[config.mk]
export PLATFORM = sky130hd
export DESIGN_NAME = message_mailbox_ring
export DESIGN_NICKNAME = d
export VERILOG_FILES = /design/src/hw/rtl/mmr_pkg.sv /design/src/hw/rtl/mmr_ctrl.sv /design/src/hw/rtl/mmr_dp.sv /design/src/hw/rtl/message_mailbox_ring.sv
export SDC_FILE = /design/constraint.sdc
export NUM_CORES = 2
export LEC_CHECK = 0
export ABC_AREA = 1
export BUFFER_PORTS_ARGS = -buffer_cell sky130_fd_sc_hd__buf_2
export CELL_PAD_IN_SITES_DETAIL_PLACEMENT = 1
export CELL_PAD_IN_SITES_GLOBAL_PLACEMENT = 2
export CORE_UTILIZATION = 25
export DETAILED_ROUTE_END_ITERATION = 8
export PLACE_DENSITY_LB_ADDON = 0.25
export SYNTH_ARGS = -nofsm -noshare
export SYNTH_HDL_FRONTEND = slang
export SYNTH_SLANG_ARGS = --single-unit
[constraint.sdc]
create_clock -name i_clk -period 6.78 [get_ports i_clk]
set_clock_uncertainty 0.2 [all_clocks]
set_input_delay 0.678 -clock i_clk [delete_from_list [all_inputs] [get_ports i_clk]]
set_output_delay 0.678 -clock i_clk [all_outputs]
set_load 0.02 [all_outputs]
[src/hw/rtl/mmr_pkg.sv]
// ============================================================================
// mmr_pkg
// Shared types, codes and constants of the message mailbox ring.
// ============================================================================
package mmr_pkg;

    // Default sizing of the block
    localparam int DEF_STORE_DEPTH = 256;
    localparam int DEF_MAX_MSG_LEN = 64;

    // Smallest ring the size register can select
    localparam int MIN_RING = 8;

    // Bytes of the little-endian length header at the head of a message
    localparam int HDR_BYTES = 4;

    // Register reset values
    localparam logic [8:0] SIZE_RESET    = 9'd256;
    localparam logic [6:0] MIN_LEN_RESET = 7'd4;

    // Operation codes of an input word
    localparam logic OP_SEND = 1'b0;
    localparam logic OP_RECV = 1'b1;

    // Configuration register indexes
    typedef enum logic [1:0] {
        CFG_SIZE    = 2'd0,
        CFG_MIN_LEN = 2'd1,
        CFG_CREATED = 2'd2
    } t_cfg_idx;

    // Result status codes
    typedef enum logic [2:0] {
        RS_DATA       = 3'd0,
        RS_SEND_OK    = 3'd1,
        RS_SEND_REJ   = 3'd2,
        RS_RECV_DISC  = 3'd3,
        RS_RECV_EMPTY = 3'd4
    } t_status;

    // Input word
    typedef struct packed {
        logic       operation;
        logic [7:0] data_byte;
        logic [6:0] message_length;
        logic       final_byte;
        logic [7:0] sender_in;
        logic [6:0] receive_capacity;
        logic       buffer_absent;
    } t_in_item;

    // Output word
    typedef struct packed {
        logic [7:0] byte_out;
        logic [7:0] sender_out;
        t_status    status;
        logic       last_item;
    } t_out_item;

    // Controller states
    typedef enum logic [2:0] {
        S_IDLE,
        S_SNDR,
        S_HDR,
        S_EVAL,
        S_DEC,
        S_SWAIT,
        S_OUT
    } t_state;

    // Commands from controller to datapath
    typedef struct packed {
        logic take_send;
        logic take_recv;
        logic commit;
        logic hdr_step;
        logic eval;
        logic decide;
        logic grab;
        logic emit;
    } t_cmd;

    // Status from datapath to controller
    typedef struct packed {
        logic out_free;
        logic send_commit;
        logic recv_empty;
        logic hdr_done;
        logic discard;
        logic last_byte;
    } t_stat;

endpackage

[src/hw/rtl/mmr_ctrl.sv]
// ============================================================================
// mmr_ctrl
// Sequencer of the mailbox: accepts words, steps the header read, the
// receive decision and the byte stream of a delivered message.
// ============================================================================
module mmr_ctrl import mmr_pkg::*; (
    input  logic  i_clk,
    input  logic  i_rst_n,
    input  logic  i_in_valid,
    input  logic  i_op,
    input  t_stat i_stat,
    output logic  o_in_ready,
    output t_cmd  o_cmd
);

    t_state r_state;
    t_state n_state;

    // State register
    always_ff @(posedge i_clk) begin
        if (!i_rst_n) begin
            r_state <= S_IDLE;
        end else begin
            r_state <= n_state;
        end
    end

    // Next state
    always_comb begin
        n_state = r_state;
        case (r_state)
            S_IDLE: begin
                if (i_in_valid && i_stat.out_free) begin
                    if (i_op == OP_SEND) begin
                        if (i_stat.send_commit) begin
                            n_state = S_SNDR;
                        end
                    end else if (!i_stat.recv_empty) begin
                        n_state = S_HDR;
                    end
                end
            end
            S_SNDR:  n_state = S_IDLE;
            S_HDR: begin
                if (i_stat.hdr_done) begin
                    n_state = S_EVAL;
                end
            end
            S_EVAL:  n_state = S_DEC;
            S_DEC:   n_state = i_stat.discard ? S_IDLE : S_SWAIT;
            S_SWAIT: n_state = S_OUT;
            S_OUT: begin
                if (i_stat.out_free && i_stat.last_byte) begin
                    n_state = S_IDLE;
                end
            end
            default: n_state = S_IDLE;
        endcase
    end

    // Command outputs
    always_comb begin
        o_in_ready = 1'b0;
        o_cmd      = '0;
        case (r_state)
            S_IDLE: begin
                o_in_ready        = i_stat.out_free;
                o_cmd.take_send   = i_stat.out_free && i_in_valid && (i_op == OP_SEND);
                o_cmd.take_recv   = i_stat.out_free && i_in_valid && (i_op == OP_RECV);
            end
            S_SNDR:  o_cmd.commit   = 1'b1;
            S_HDR:   o_cmd.hdr_step = 1'b1;
            S_EVAL:  o_cmd.eval     = 1'b1;
            S_DEC:   o_cmd.decide   = 1'b1;
            S_SWAIT: o_cmd.grab     = 1'b1;
            S_OUT:   o_cmd.emit     = i_stat.out_free;
            default: o_cmd          = '0;
        endcase
    end

endmodule

[src/hw/rtl/mmr_dp.sv]
// ============================================================================
// mmr_dp
// Datapath of the mailbox: byte store, ring pointers, used count, send
// tracking, header assembly and the output word register.
// ============================================================================
module mmr_dp import mmr_pkg::*; #(
    parameter int STORE_DEPTH     = DEF_STORE_DEPTH,
    parameter int MAX_MESSAGE_LEN = DEF_MAX_MSG_LEN
) (
    input  logic                               i_clk,
    input  logic                               i_rst_n,
    input  logic [$clog2(STORE_DEPTH+1)-1:0]   i_ring_size,
    input  logic [6:0]                         i_min_len,
    input  logic                               i_created,
    input  logic                               i_clear,
    input  t_in_item                           i_in_data,
    input  logic                               i_out_ready,
    input  t_cmd                               i_cmd,
    output t_stat                              o_stat,
    output logic                               o_out_valid,
    output t_out_item                          o_out_data
);

    localparam int PTR_W = $clog2(STORE_DEPTH);
    localparam int CNT_W = $clog2(STORE_DEPTH + 1);
    localparam int OFF_W = (CNT_W > 8) ? CNT_W : 8;
    localparam int IDX_W = $clog2(MAX_MESSAGE_LEN + 1);
    localparam int CHK_W = ((CNT_W > 7) ? CNT_W : 7) + 1;
    localparam logic [6:0]       MAX_LEN = 7'(MAX_MESSAGE_LEN);
    localparam logic [IDX_W-1:0] HDR_END = IDX_W'(HDR_BYTES);

    // Ring position base + off, with base + off below twice the ring size
    function automatic logic [PTR_W-1:0] slot(
        input logic [PTR_W-1:0] base,
        input logic [OFF_W-1:0] off,
        input logic [CNT_W-1:0] size
    );
        logic [OFF_W:0] sum;
        sum = (OFF_W+1)'(base) + (OFF_W+1)'(off);
        if (sum >= (OFF_W+1)'(size)) begin
            sum = sum - (OFF_W+1)'(size);
        end
        return sum[PTR_W-1:0];
    endfunction

    // Byte store
    logic [7:0] mem [STORE_DEPTH];

    // Control state
    logic [PTR_W-1:0] r_rp;
    logic [PTR_W-1:0] r_wp;
    logic [CNT_W-1:0] r_used;
    logic             r_send_active;
    logic             r_send_rej;
    logic [6:0]       r_len;
    logic [7:0]       r_cnt;
    logic [IDX_W-1:0] r_idx;
    logic             r_out_valid;

    // Payload state
    logic [7:0]       r_snd_id;
    logic [6:0]       r_cap;
    logic             r_absent;
    logic [31:0]      r_hdr;
    logic [CNT_W-1:0] r_msg;
    logic [7:0]       r_rcv_id;
    logic [7:0]       r_rd_data;
    t_out_item        r_out;

    // Send evaluation
    logic             first;
    logic [CHK_W-1:0] len_p1;
    logic [CNT_W-1:0] free_bytes;
    logic             bad;
    logic [6:0]       eff_len;
    logic             eff_rej;
    logic [7:0]       eff_cnt;
    logic [7:0]       cnt_inc;
    logic             send_ok;
    logic             store_byte;

    // Receive evaluation
    logic [CNT_W-1:0] used_m1;
    logic [6:0]       cap_eff;
    logic [CNT_W-1:0] msg_clip;
    logic             discard;
    logic [OFF_W-1:0] msg_p1;
    logic             last_byte;
    logic [PTR_W-1:0] rp_adv;
    logic             out_free;

    // Memory ports
    logic             rd_en;
    logic [OFF_W-1:0] rd_off;
    logic [PTR_W-1:0] rd_addr;
    logic             wr_en;
    logic [PTR_W-1:0] wr_addr;
    logic [7:0]       wr_data;

    // Output load
    logic             out_load;
    t_out_item        out_next;

    // Check a send on its first byte, then track its byte count
    always_comb begin
        first      = !r_send_active;
        len_p1     = CHK_W'(i_in_data.message_length) + CHK_W'(1);
        free_bytes = i_ring_size - r_used;
        bad        = !i_created
                   || (len_p1 > CHK_W'(i_ring_size))
                   || (len_p1 > CHK_W'(free_bytes))
                   || (i_in_data.message_length < i_min_len)
                   || (i_in_data.message_length > MAX_LEN);
        eff_len    = first ? i_in_data.message_length : r_len;
        eff_rej    = first ? bad : r_send_rej;
        eff_cnt    = first ? 8'd0 : r_cnt;
        cnt_inc    = (eff_cnt != 8'hFF) ? eff_cnt + 8'd1 : eff_cnt;
        send_ok    = !eff_rej && (cnt_inc == {1'b0, eff_len});
        store_byte = !eff_rej && (eff_cnt < {1'b0, eff_len});
    end

    // Clip the stored length and decide delivery or discard
    always_comb begin
        used_m1   = r_used - CNT_W'(1);
        cap_eff   = (i_in_data.receive_capacity > MAX_LEN) ? MAX_LEN
                                                           : i_in_data.receive_capacity;
        msg_clip  = (r_hdr > 32'(used_m1)) ? used_m1 : r_hdr[CNT_W-1:0];
        discard   = r_absent || (r_msg == '0) || (OFF_W'(r_msg) > OFF_W'(r_cap));
        msg_p1    = OFF_W'(r_msg) + OFF_W'(1);
        last_byte = (OFF_W'(r_idx) + OFF_W'(1)) == OFF_W'(r_msg);
        rp_adv    = slot(r_rp, msg_p1, i_ring_size);
        out_free  = !r_out_valid || i_out_ready;
    end

    // Select the read offset
    always_comb begin
        rd_en  = 1'b0;
        rd_off = '0;
        if (i_cmd.hdr_step) begin
            rd_en  = (r_idx != HDR_END);
            rd_off = OFF_W'(r_idx);
        end else if (i_cmd.decide) begin
            rd_en  = !discard;
            rd_off = OFF_W'(r_msg);
        end else if (i_cmd.grab) begin
            rd_en  = 1'b1;
            rd_off = '0;
        end else if (i_cmd.emit) begin
            rd_en  = !last_byte;
            rd_off = OFF_W'(r_idx) + OFF_W'(1);
        end
        rd_addr = slot(r_rp, rd_off, i_ring_size);
    end

    // Select the write: sender byte on commit, message byte on a send word
    always_comb begin
        if (i_cmd.commit) begin
            wr_en   = 1'b1;
            wr_addr = slot(r_wp, OFF_W'(r_len), i_ring_size);
            wr_data = r_snd_id;
        end else begin
            wr_en   = i_cmd.take_send && store_byte;
            wr_addr = slot(r_wp, OFF_W'(eff_cnt), i_ring_size);
            wr_data = i_in_data.data_byte;
        end
    end

    // Store write and registered read
    always_ff @(posedge i_clk) begin
        if (wr_en) begin
            mem[wr_addr] <= wr_data;
        end
        if (rd_en) begin
            r_rd_data <= mem[rd_addr];
        end
    end

    // Pick the next output word
    always_comb begin
        out_load = 1'b0;
        out_next = '{byte_out: 8'd0, sender_out: 8'd0, status: RS_DATA, last_item: 1'b1};
        if (i_cmd.take_send && i_in_data.final_byte && !send_ok) begin
            out_load        = 1'b1;
            out_next.status = RS_SEND_REJ;
        end else if (i_cmd.take_recv && (!i_created || (r_used == '0))) begin
            out_load        = 1'b1;
            out_next.status = RS_RECV_EMPTY;
        end else if (i_cmd.commit) begin
            out_load        = 1'b1;
            out_next.status = RS_SEND_OK;
        end else if (i_cmd.decide && discard) begin
            out_load        = 1'b1;
            out_next.status = RS_RECV_DISC;
        end else if (i_cmd.emit) begin
            out_load            = 1'b1;
            out_next.byte_out   = r_rd_data;
            out_next.sender_out = r_rcv_id;
            out_next.status     = RS_DATA;
            out_next.last_item  = last_byte;
        end
    end

    // Pointers, counts and send tracking
    always_ff @(posedge i_clk) begin
        if (!i_rst_n) begin
            r_rp          <= '0;
            r_wp          <= '0;
            r_used        <= '0;
            r_send_active <= 1'b0;
            r_send_rej    <= 1'b0;
            r_len         <= '0;
            r_cnt         <= '0;
            r_idx         <= '0;
        end else if (i_clear) begin
            r_rp          <= '0;
            r_wp          <= '0;
            r_used        <= '0;
            r_send_active <= 1'b0;
            r_send_rej    <= 1'b0;
            r_len         <= '0;
            r_cnt         <= '0;
        end else begin
            if (i_cmd.take_send) begin
                r_len <= eff_len;
                r_cnt <= cnt_inc;
                if (i_in_data.final_byte) begin
                    r_send_active <= 1'b0;
                    r_send_rej    <= 1'b0;
                end else begin
                    r_send_active <= 1'b1;
                    r_send_rej    <= eff_rej;
                end
            end
            if (i_cmd.commit) begin
                r_wp   <= slot(r_wp, OFF_W'(r_len) + OFF_W'(1), i_ring_size);
                r_used <= r_used + CNT_W'(r_len) + CNT_W'(1);
            end
            if ((i_cmd.decide && discard) || (i_cmd.emit && last_byte)) begin
                r_rp   <= rp_adv;
                r_used <= r_used - r_msg - CNT_W'(1);
            end
            if (i_cmd.take_recv || i_cmd.decide) begin
                r_idx <= '0;
            end else if (i_cmd.hdr_step || (i_cmd.emit && !last_byte)) begin
                r_idx <= r_idx + IDX_W'(1);
            end
        end
    end

    // Capture request fields, header bytes, clipped length, sender and output word
    always_ff @(posedge i_clk) begin
        if (i_cmd.take_send && i_in_data.final_byte) begin
            r_snd_id <= i_in_data.sender_in;
        end
        if (i_cmd.take_recv) begin
            r_cap    <= cap_eff;
            r_absent <= i_in_data.buffer_absent;
        end
        if (i_cmd.hdr_step && (r_idx != '0)) begin
            r_hdr <= {r_rd_data, r_hdr[31:8]};
        end
        if (i_cmd.eval) begin
            r_msg <= msg_clip;
        end
        if (i_cmd.grab) begin
            r_rcv_id <= r_rd_data;
        end
        if (out_load) begin
            r_out <= out_next;
        end
    end

    // Output word valid
    always_ff @(posedge i_clk) begin
        if (!i_rst_n) begin
            r_out_valid <= 1'b0;
        end else if (out_load) begin
            r_out_valid <= 1'b1;
        end else if (i_out_ready) begin
            r_out_valid <= 1'b0;
        end
    end

    assign o_stat.out_free    = out_free;
    assign o_stat.send_commit = i_in_data.final_byte && send_ok;
    assign o_stat.recv_empty  = !i_created || (r_used == '0);
    assign o_stat.hdr_done    = (r_idx == HDR_END);
    assign o_stat.discard     = discard;
    assign o_stat.last_byte   = last_byte;
    assign o_out_valid        = r_out_valid;
    assign o_out_data         = r_out;

endmodule

[src/hw/rtl/message_mailbox_ring.sv]
// ============================================================================
// message_mailbox_ring
// Byte-wide circular mailbox of variable-length messages, each stored with
// a trailing sender id byte; one word at a time through a dual-port store.
//
// A send byte that is not the last of its message is taken in the idle state;
// the last byte of an accepted send is followed by a commit state, in which the
// sender id is written to the store; a rejected send answers from the idle
// state, as does a receive on an empty or absent mailbox. Otherwise the four
// length header bytes are read through the store's one read port, the length
// is clipped and then judged, and a discard then answers; a delivered message
// takes a state to fetch the sender and streams its bytes at one per cycle
// while the output is ready. A write to mailbox_size or mailbox_created
// empties the mailbox and drops a send in progress. The store needs no
// clearing after reset.
// ============================================================================
module message_mailbox_ring import mmr_pkg::*; #(
    parameter int STORE_DEPTH     = DEF_STORE_DEPTH,
    parameter int MAX_MESSAGE_LEN = DEF_MAX_MSG_LEN
) (
    input  logic      i_clk,
    input  logic      i_rst_n,
    input  logic      i_in_valid,
    output logic      o_in_ready,
    input  t_in_item  i_in_data,
    output logic      o_out_valid,
    input  logic      i_out_ready,
    output t_out_item o_out_data,
    input  logic      i_cfg_valid,
    output logic      o_cfg_ready,
    input  logic [1:0] i_cfg_index,
    input  logic [8:0] i_cfg_data
);

    localparam int CNT_W = $clog2(STORE_DEPTH + 1);
    localparam int SZ_W  = (CNT_W > 9) ? CNT_W : 9;

    // Hold the size register to the range the store supports
    function automatic logic [CNT_W-1:0] ring_clamp(input logic [8:0] v);
        logic [SZ_W-1:0] ext;
        ext = SZ_W'(v);
        if (ext < SZ_W'(MIN_RING)) begin
            ext = SZ_W'(MIN_RING);
        end else if (ext > SZ_W'(STORE_DEPTH)) begin
            ext = SZ_W'(STORE_DEPTH);
        end
        return ext[CNT_W-1:0];
    endfunction

    logic [CNT_W-1:0] r_ring_size;
    logic [6:0]       r_min_len;
    logic             r_created;
    logic             cfg_write;
    logic             cfg_clear;
    t_cmd             cmd;
    t_stat            stat;

    // Configuration registers
    assign o_cfg_ready = 1'b1;
    assign cfg_write   = i_cfg_valid;

    always_ff @(posedge i_clk) begin
        if (!i_rst_n) begin
            r_ring_size <= ring_clamp(SIZE_RESET);
            r_min_len   <= MIN_LEN_RESET;
            r_created   <= 1'b0;
        end else if (cfg_write) begin
            case (i_cfg_index)
                CFG_SIZE:    r_ring_size <= ring_clamp(i_cfg_data);
                CFG_MIN_LEN: r_min_len   <= i_cfg_data[6:0];
                CFG_CREATED: r_created   <= i_cfg_data[0];
                default:     r_created   <= r_created;
            endcase
        end
    end

    // Empty the mailbox on every write to its size or existence register
    assign cfg_clear = cfg_write
                     && ((i_cfg_index == CFG_SIZE) || (i_cfg_index == CFG_CREATED));

    mmr_ctrl u_ctrl (
        .i_clk      (i_clk),
        .i_rst_n    (i_rst_n),
        .i_in_valid (i_in_valid),
        .i_op       (i_in_data.operation),
        .i_stat     (stat),
        .o_in_ready (o_in_ready),
        .o_cmd      (cmd)
    );

    mmr_dp #(
        .STORE_DEPTH     (STORE_DEPTH),
        .MAX_MESSAGE_LEN (MAX_MESSAGE_LEN)
    ) u_dp (
        .i_clk       (i_clk),
        .i_rst_n     (i_rst_n),
        .i_ring_size (r_ring_size),
        .i_min_len   (r_min_len),
        .i_created   (r_created),
        .i_clear     (cfg_clear),
        .i_in_data   (i_in_data),
        .i_out_ready (i_out_ready),
        .i_cmd       (cmd),
        .o_stat      (stat),
        .o_out_valid (o_out_valid),
        .o_out_data  (o_out_data)
    );

endmodule
# Word-level counts from Yosys, hierarchy flattened
# Memory sizes are Yosys's and may differ from the RTL's. A register that Yosys moved wholly into a read port is not among the register bits.
# Index checks and enable logic that the tools add are counted.
# totals
memories,1
in_bits,49
word_cells,191
out_inout_bits,23
ram_bits,2048
regBits,155
# memory_table
memory,depth,word_bits,read_ports,rd_clocked_by_memory_dff,write_ports,line_no,text
u_dp.mem,256,8,1,1,1,mmr_dp.sv:47,logic [7:0] mem [STORE_DEPTH];
# op_classes
n_reduce_logical,50
magnitude_cmp,15
n_bitwise,4
muxes,57
n_eq_ne,18
n_addsub,22
# ops
cell,count
$mux 9,9
$mux 8,9
$sub 8x8->8,5
$gt 32x9->1,1
$ge 10x9->1,3
$mux 3,9
$add 7x1->8 const B,3
$mux 1,24
$mux 7,3
$add 8x9->10,2
$add 8x8->9,2
$add 9x1->9 const B,2
$ge 9x9->1,2
$logic_not 9->1,2
$pmux 3 s6,1
$sub 9x1->9 const B,2
$sub 9x9->9,2
$logic_and 1x1->1,16
$gt 7x7->1 const B,2
$logic_or 1x1->1,12
$gt 10x9->1,1
$add 8x7->9,1
$add 9x7->9,1
$eq 3x3->1 const B,3
31 further kinds,49

# Logic depth before layout (Yosys ltp)
# depth
depth_word,14
ltp_mapped,37
depth_no_buf,34

# By module
# A second synthesis with hierarchy kept.
# unflattened
cells_unflattened,10297
hier_area_um2,102388.2
# by_module_without_submodules
module,area_each_um2,n_inst,cells_per_inst,seq_area_each_um2
mmr_dp,101364.7,1,10145,65292.6
message_mailbox_ring,725.7,1,101,340.3
mmr_ctrl,297.8,1,51,60.1

# Worst setup path after synthesis
# OpenSTA, ideal clock, no wires.
# synth_path
path_kind,flip-flop to flip-flop
from,reg u_ctrl.r_state[0]
to,mem u_dp.mem[0][0] (data pin)
arrival_ps,4574
path_buffers,2
period_less_slack_ps,5596
path_stages_with_launch,7
setup_time_ps,822
setup_slack_ps,1184
t_required_ps,5758
cell_sequence,dfxtp_1 > inv_1 > nor3_1 > clkbuf_1 > clkbuf_1 > nand2_1 > nand2_1
# synth_between
elab_chain_cells,3
# synth_rtl
item,line_no,text
"start, declared",mmr_ctrl.sv:16,t_state r_state;
"start signal, assigned",mmr_ctrl.sv:24,r_state <= n_state;
$eq 3x1->1,mmr_ctrl.sv:65,case (r_state)
$mux 1,mmr_ctrl.sv:65,
$mux 8,mmr_dp.sv:157,if (i_cmd.commit) begin
named net u_dp.wr_data[0],mmr_dp.sv:98,logic [7:0] wr_data;
"end, declared",mmr_dp.sv:47,
# The timed path passes the listed nets, and every way through them passes these cells.

# Final worst setup path
# layout_path
from,reg u_ctrl.r_state[1]
to,reg u_dp.r_rd_data[2] (read register of u_dp.mem) (data pin)
# layout_between
elab_chain_cells,9
elab_cells_between_ends,20
classes_between,2 x add/sub; 1 x order compare; 4 x eq/ne; 13 x mux
# layout_rtl
item,line_no,text
$eq 3x3->1,mmr_ctrl.sv:65,
$mux 1,mmr_ctrl.sv:65,
$mux 9,mmr_dp.sv:148,end else if (i_cmd.emit) begin
$mux 9,mmr_dp.sv:145,end else if (i_cmd.grab) begin
$mux 9,mmr_dp.sv:142,end else if (i_cmd.decide) begin
$mux 9,mmr_dp.sv:139,if (i_cmd.hdr_step) begin
$add 8x9->10,mmr_dp.sv:39,sum = (OFF_W+1)'(base) + (OFF_W+1)'(off);
$sub 8x8->8 / $ge 10x9->1 (equally long branches),"mmr_dp.sv:41, mmr_dp.sv:40",
$mux 8,mmr_dp.sv:40,if (sum >= (OFF_W+1)'(size)) begin
"end, declared",mmr_dp.sv:67,logic [7:0] r_rd_data;
# Several ways; a longest one is shown, not always the timed one.
# A chain may end at the register's enable or synchronous reset.

==> run_results.csv <==
group,metric,value,unit
sta,drv_slew,0,
worst_setup_path,cp_top_family,"simple AND/OR/NAND/NOR gates",
routing,drt_iter0_drc,4808,
floorplanning,core_area,404000,µm²
sta,worst_pin_slew,1.31,ns
power_and_ir_drop,power.share.sequential,45.2,%
worst_setup_path,critPathArrivalTime,6.88,ns
worst_setup_path,crit_fanout,40,
synth,synth_cell_types,53,
clock_tree,tritoncts,"built",
synth,synthCells,10184,
floorplanning,start_util,25.2,%
floorplanning,die_h,640,µm
global_routing,grt-ovfl-total,0,
hold_path,min_path_cells,4,
routing,ant_nets,0,
cells_and_area,syn2layout_area_growth,20.1,%
worst_setup_path,startpoint_type,"flop",
clock_tree,htreeDepth,5,
power_and_ir_drop,p_int,24.5,mW
synth,synth_fa_ha_area_share,2.14,%
worst_setup_path,crit_path_end_kind,"flop",
synth,synth_xor_area_share,0.852,%
hold_path,hold_class,"in -> reg",
synth,syn_nets,10399,
routing,wl,372,mm
clock_tree,clk_pin_slew,0.06,ns
sta,finalHoldViolCount,0,
power_and_ir_drop,total_power,33.7,mW
cells_and_area,final_util,30.3,%
floorplanning,fp.dieArea,410000,µm²
routing,via_per_inst,4.52,
synth,synth-main-ff-cell,"edfxtp_1",
global_routing,grt_max_degree,134,
routing,first_pass_iters,5,
synth,synth_top_family_by_area,"simple AND/OR/NAND/NOR gates",
synth,yosysSeqAreaShare,64.5,%
sta,slew_headroom,12.3,%
synth,synth-simple-area-share,21.6,%
cells_and_area,finalNetCount,10949,
hold_path,worstHoldStart,"i_in_data[16]",
cells_and_area,final_common_cell,"nand2_1",
worst_setup_path,reg2reg_depth,30,
worst_setup_path,crit_top_cell,"nand3_1",
cells_and_area,layout-drive-gt1-share,10.9,%
worst_setup_path,reg2reg_from,"u_ctrl.r_state[1]",
clock_tree,clockBufferDepth,4,
global_routing,grt_pass1_vias,77395,
place,place_hpwl,236,mm
routing,vias,73850,
clock_tree,cts_inserted_buffers,270,
synth,synth_compound_area_share,2.40,%
global_routing,track_usage,17.8,%
sta,period_needed,6.41,ns
job,max-cap-violations,0,
clock_tree,cts_sinks,2211,
hold_path,holdPathEnd,"u_dp.r_send_rej",
power_and_ir_drop,ir_drop,0.213,mV
worst_setup_path,cp.depth,30,
floorplanning,row_count,233,
place,gp_congestion,0.809,
power_and_ir_drop,p_sw,9.11,mW
outcome,status,"finished, final reports clean",
clock_tree,clock_latency,0.92,ns
synth,avgSynthCellArea,9.99,µm²
power_and_ir_drop,pwr-share-clk,41.6,%
routing,wl_per_cell,22.8,µm
clock_tree,clock_tree.root_cell,"clkbuf_16",
power_and_ir_drop,power_frac_comb,13.2,%
worst_setup_path,path_buf_inv,6,
worst_setup_path,required,7.24,ns
synth,synthesis.area,102000,µm²
synth,synth-edff-count,2141,
place,port_buffers,70,
worst_setup_path,path_class,"reg -> reg",
floorplanning,io_pins,72,
cells_and_area,layout_common_cells,"nand2_1, edfxtp_1, nand3_1, inv_1, buf_4",
synth,async_flop_share,0,%
worst_setup_path,ff2ff_setup_slack,0.37,ns
worst_setup_path,r2r-end,"u_dp.r_rd_data[2]",
sta,setup-violations-final,0,
floorplanning,die_width,640,µm
synth,ys_ff_latch,2211,
synth,synthMuxAreaShare,0,%
power_and_ir_drop,p_sw_share,27.1,%
worst_setup_path,slowest_delay,0.54,ns
power_and_ir_drop,p_leak,50.0,nW
sta,timing.final.crit_share,94.6,%
synth,ys_warn_count,0,
routing,drc,0,
global_routing,antenna_found_initial,19,
power_and_ir_drop,p_per_area,275,nW/µm²
sta,fmax,156,MHz
global_routing,grt_pass1_wl,539,mm
worst_setup_path,slowest_stage,"buf_4",
-- tightest hold or removal path, delay by kind of cell --
kind | cells | cell delay [ns]
AO/OA/AOI/OAI | 1 | 0.05
buffers and inverters | 2 | 0.23
AND/OR/NAND/NOR | 1 | 0.14
-- kinds of logic after synthesis --
kind of cell / count (synthesis)
buf+inv: 2145
fa+ha+maj: 166
flops: 2211
other cells: 1
xor+xnor: 99
compound gates: 414
simple gates: 5148
-- worst max-delay path by stage --
stage	from	slack (ns)	to
2_1_floorplan	u_ctrl.r_state[0]	1.18	u_dp.mem[0][0]
3_3_place_gp	i_out_ready	-0.29	u_dp.r_rd_data[1]
3_5_place_dp	i_out_ready	-0.20	u_dp.r_rd_data[1]
4_1_cts	u_ctrl.r_state[1]	0.09	u_dp.r_rd_data[4]
5_1_grt	u_dp.r_send_active	-0.003	u_dp.mem[146][0]
6_report	u_ctrl.r_state[1]	0.37	u_dp.r_rd_data[2]
-- state kept, by name, summed over array words and instances (netlist names), 9 cells and up --
| register | count |
|---|---|
| u_dp.r_used | 9 |
| u_dp.r_hdr | 32 |
| r_ring_size | 9 |
| u_dp.mem | 2048 |
| u_dp.r_msg | 9 |
| u_dp.o_out_data | 20 |
-- what timing repair did --
action,CTS,global route
hold buffers,33,0
hold endpoints to repair,35,0
setup buffers,0,4
resized for setup,1,38
gates cloned,0,5
pin swaps,0,3
setup endpoints to repair,61,763
-- power groups by stage --
stage | logic, mW | registers [mW] | clock network [mW]
3_5_place_dp | 4.46 | 15.5 | 0
5_1_grt | 4.83 | 15.2 | 14.9
4_1_cts | 4.49 | 15.2 | 14.4
2_1_floorplan | 2.25 | 15.6 | 0
6_report | 4.45 | 15.2 | 14.0
3_3_place_gp | 4.44 | 15.5 | 0
-- area by class of cell --
type	instances	area [µm²]
fillers	45609	282000
multi-input cells	5829	27800
diodes	8	20.0
flip-flops and latches	2211	65700
clock buffers	348	7270
repair buffers	791	7570
clock inverters	115	1010
inverters	1631	6140
well taps	5405	6760
-- layer usage --
metal  up-vias  routed length [µm]  global-route usage [%]
li1      34691                   -                       -
met1     37398              171000                    24.1
met2      1335              178000                    30.4
met3       426               14400                    1.89
met4         0                8600                    4.00
met5         -                   0                       0
-- synth_stat cells, types with 5 or more instances --
cell | instances | share of area [%]
xnor2_1 | 26 | 0.22
nor2_1 | 409 | 1.5
nand4_1 | 20 | 0.12
buf_1 | 37 | 0.14
nor3_1 | 30 | 0.15
fa_1 | 13 | 0.26
or2_2 | 6 | 0.037
o21ai_1 | 9 | 0.044
nand3b_1 | 56 | 0.41
a21oi_1 | 143 | 0.70
nand2_1 | 2839 | 10
buf_2 | 354 | 1.7
nand3_1 | 1761 | 8.7
a31oi_1 | 17 | 0.10
a21o_1 | 6 | 0.044
a211oi_1 | 13 | 0.096
dfxtp_1 | 70 | 1.4
o21bai_1 | 12 | 0.089
inv_1 | 1623 | 6.0
buf_4 | 27 | 0.20
nor4_1 | 11 | 0.068
o21ai_0 | 115 | 0.57
o211ai_1 | 63 | 0.46
o31ai_1 | 7 | 0.052
xor2_1 | 73 | 0.63
clkbuf_1 | 89 | 0.33
ha_1 | 153 | 1.9
edfxtp_1 | 2141 | 63
buf_6 | 7 | 0.077
nand2_2 | 5 | 0.031
a221oi_1 | 7 | 0.060
inv_2 | 6 | 0.022
-- metrics by stage --
step	worst slack, ns	hold slack (ns)	cells	cell area, µm²	setup TNS, ns
finish	0.366	0.0740	16338	122000	0
global route	-0.00346	0.0780	16331	122000	-0.00920
CTS	0.0932	0.00869	16321	122000	0
detailed placement	-0.201	0.240	15825	113000	-2.16
global placement	-0.289	0.239	15825	113000	-1.64
floorplan	1.18	0.227	10184	102000	0
No activity file was read; power rests on OpenSTA's default activity.
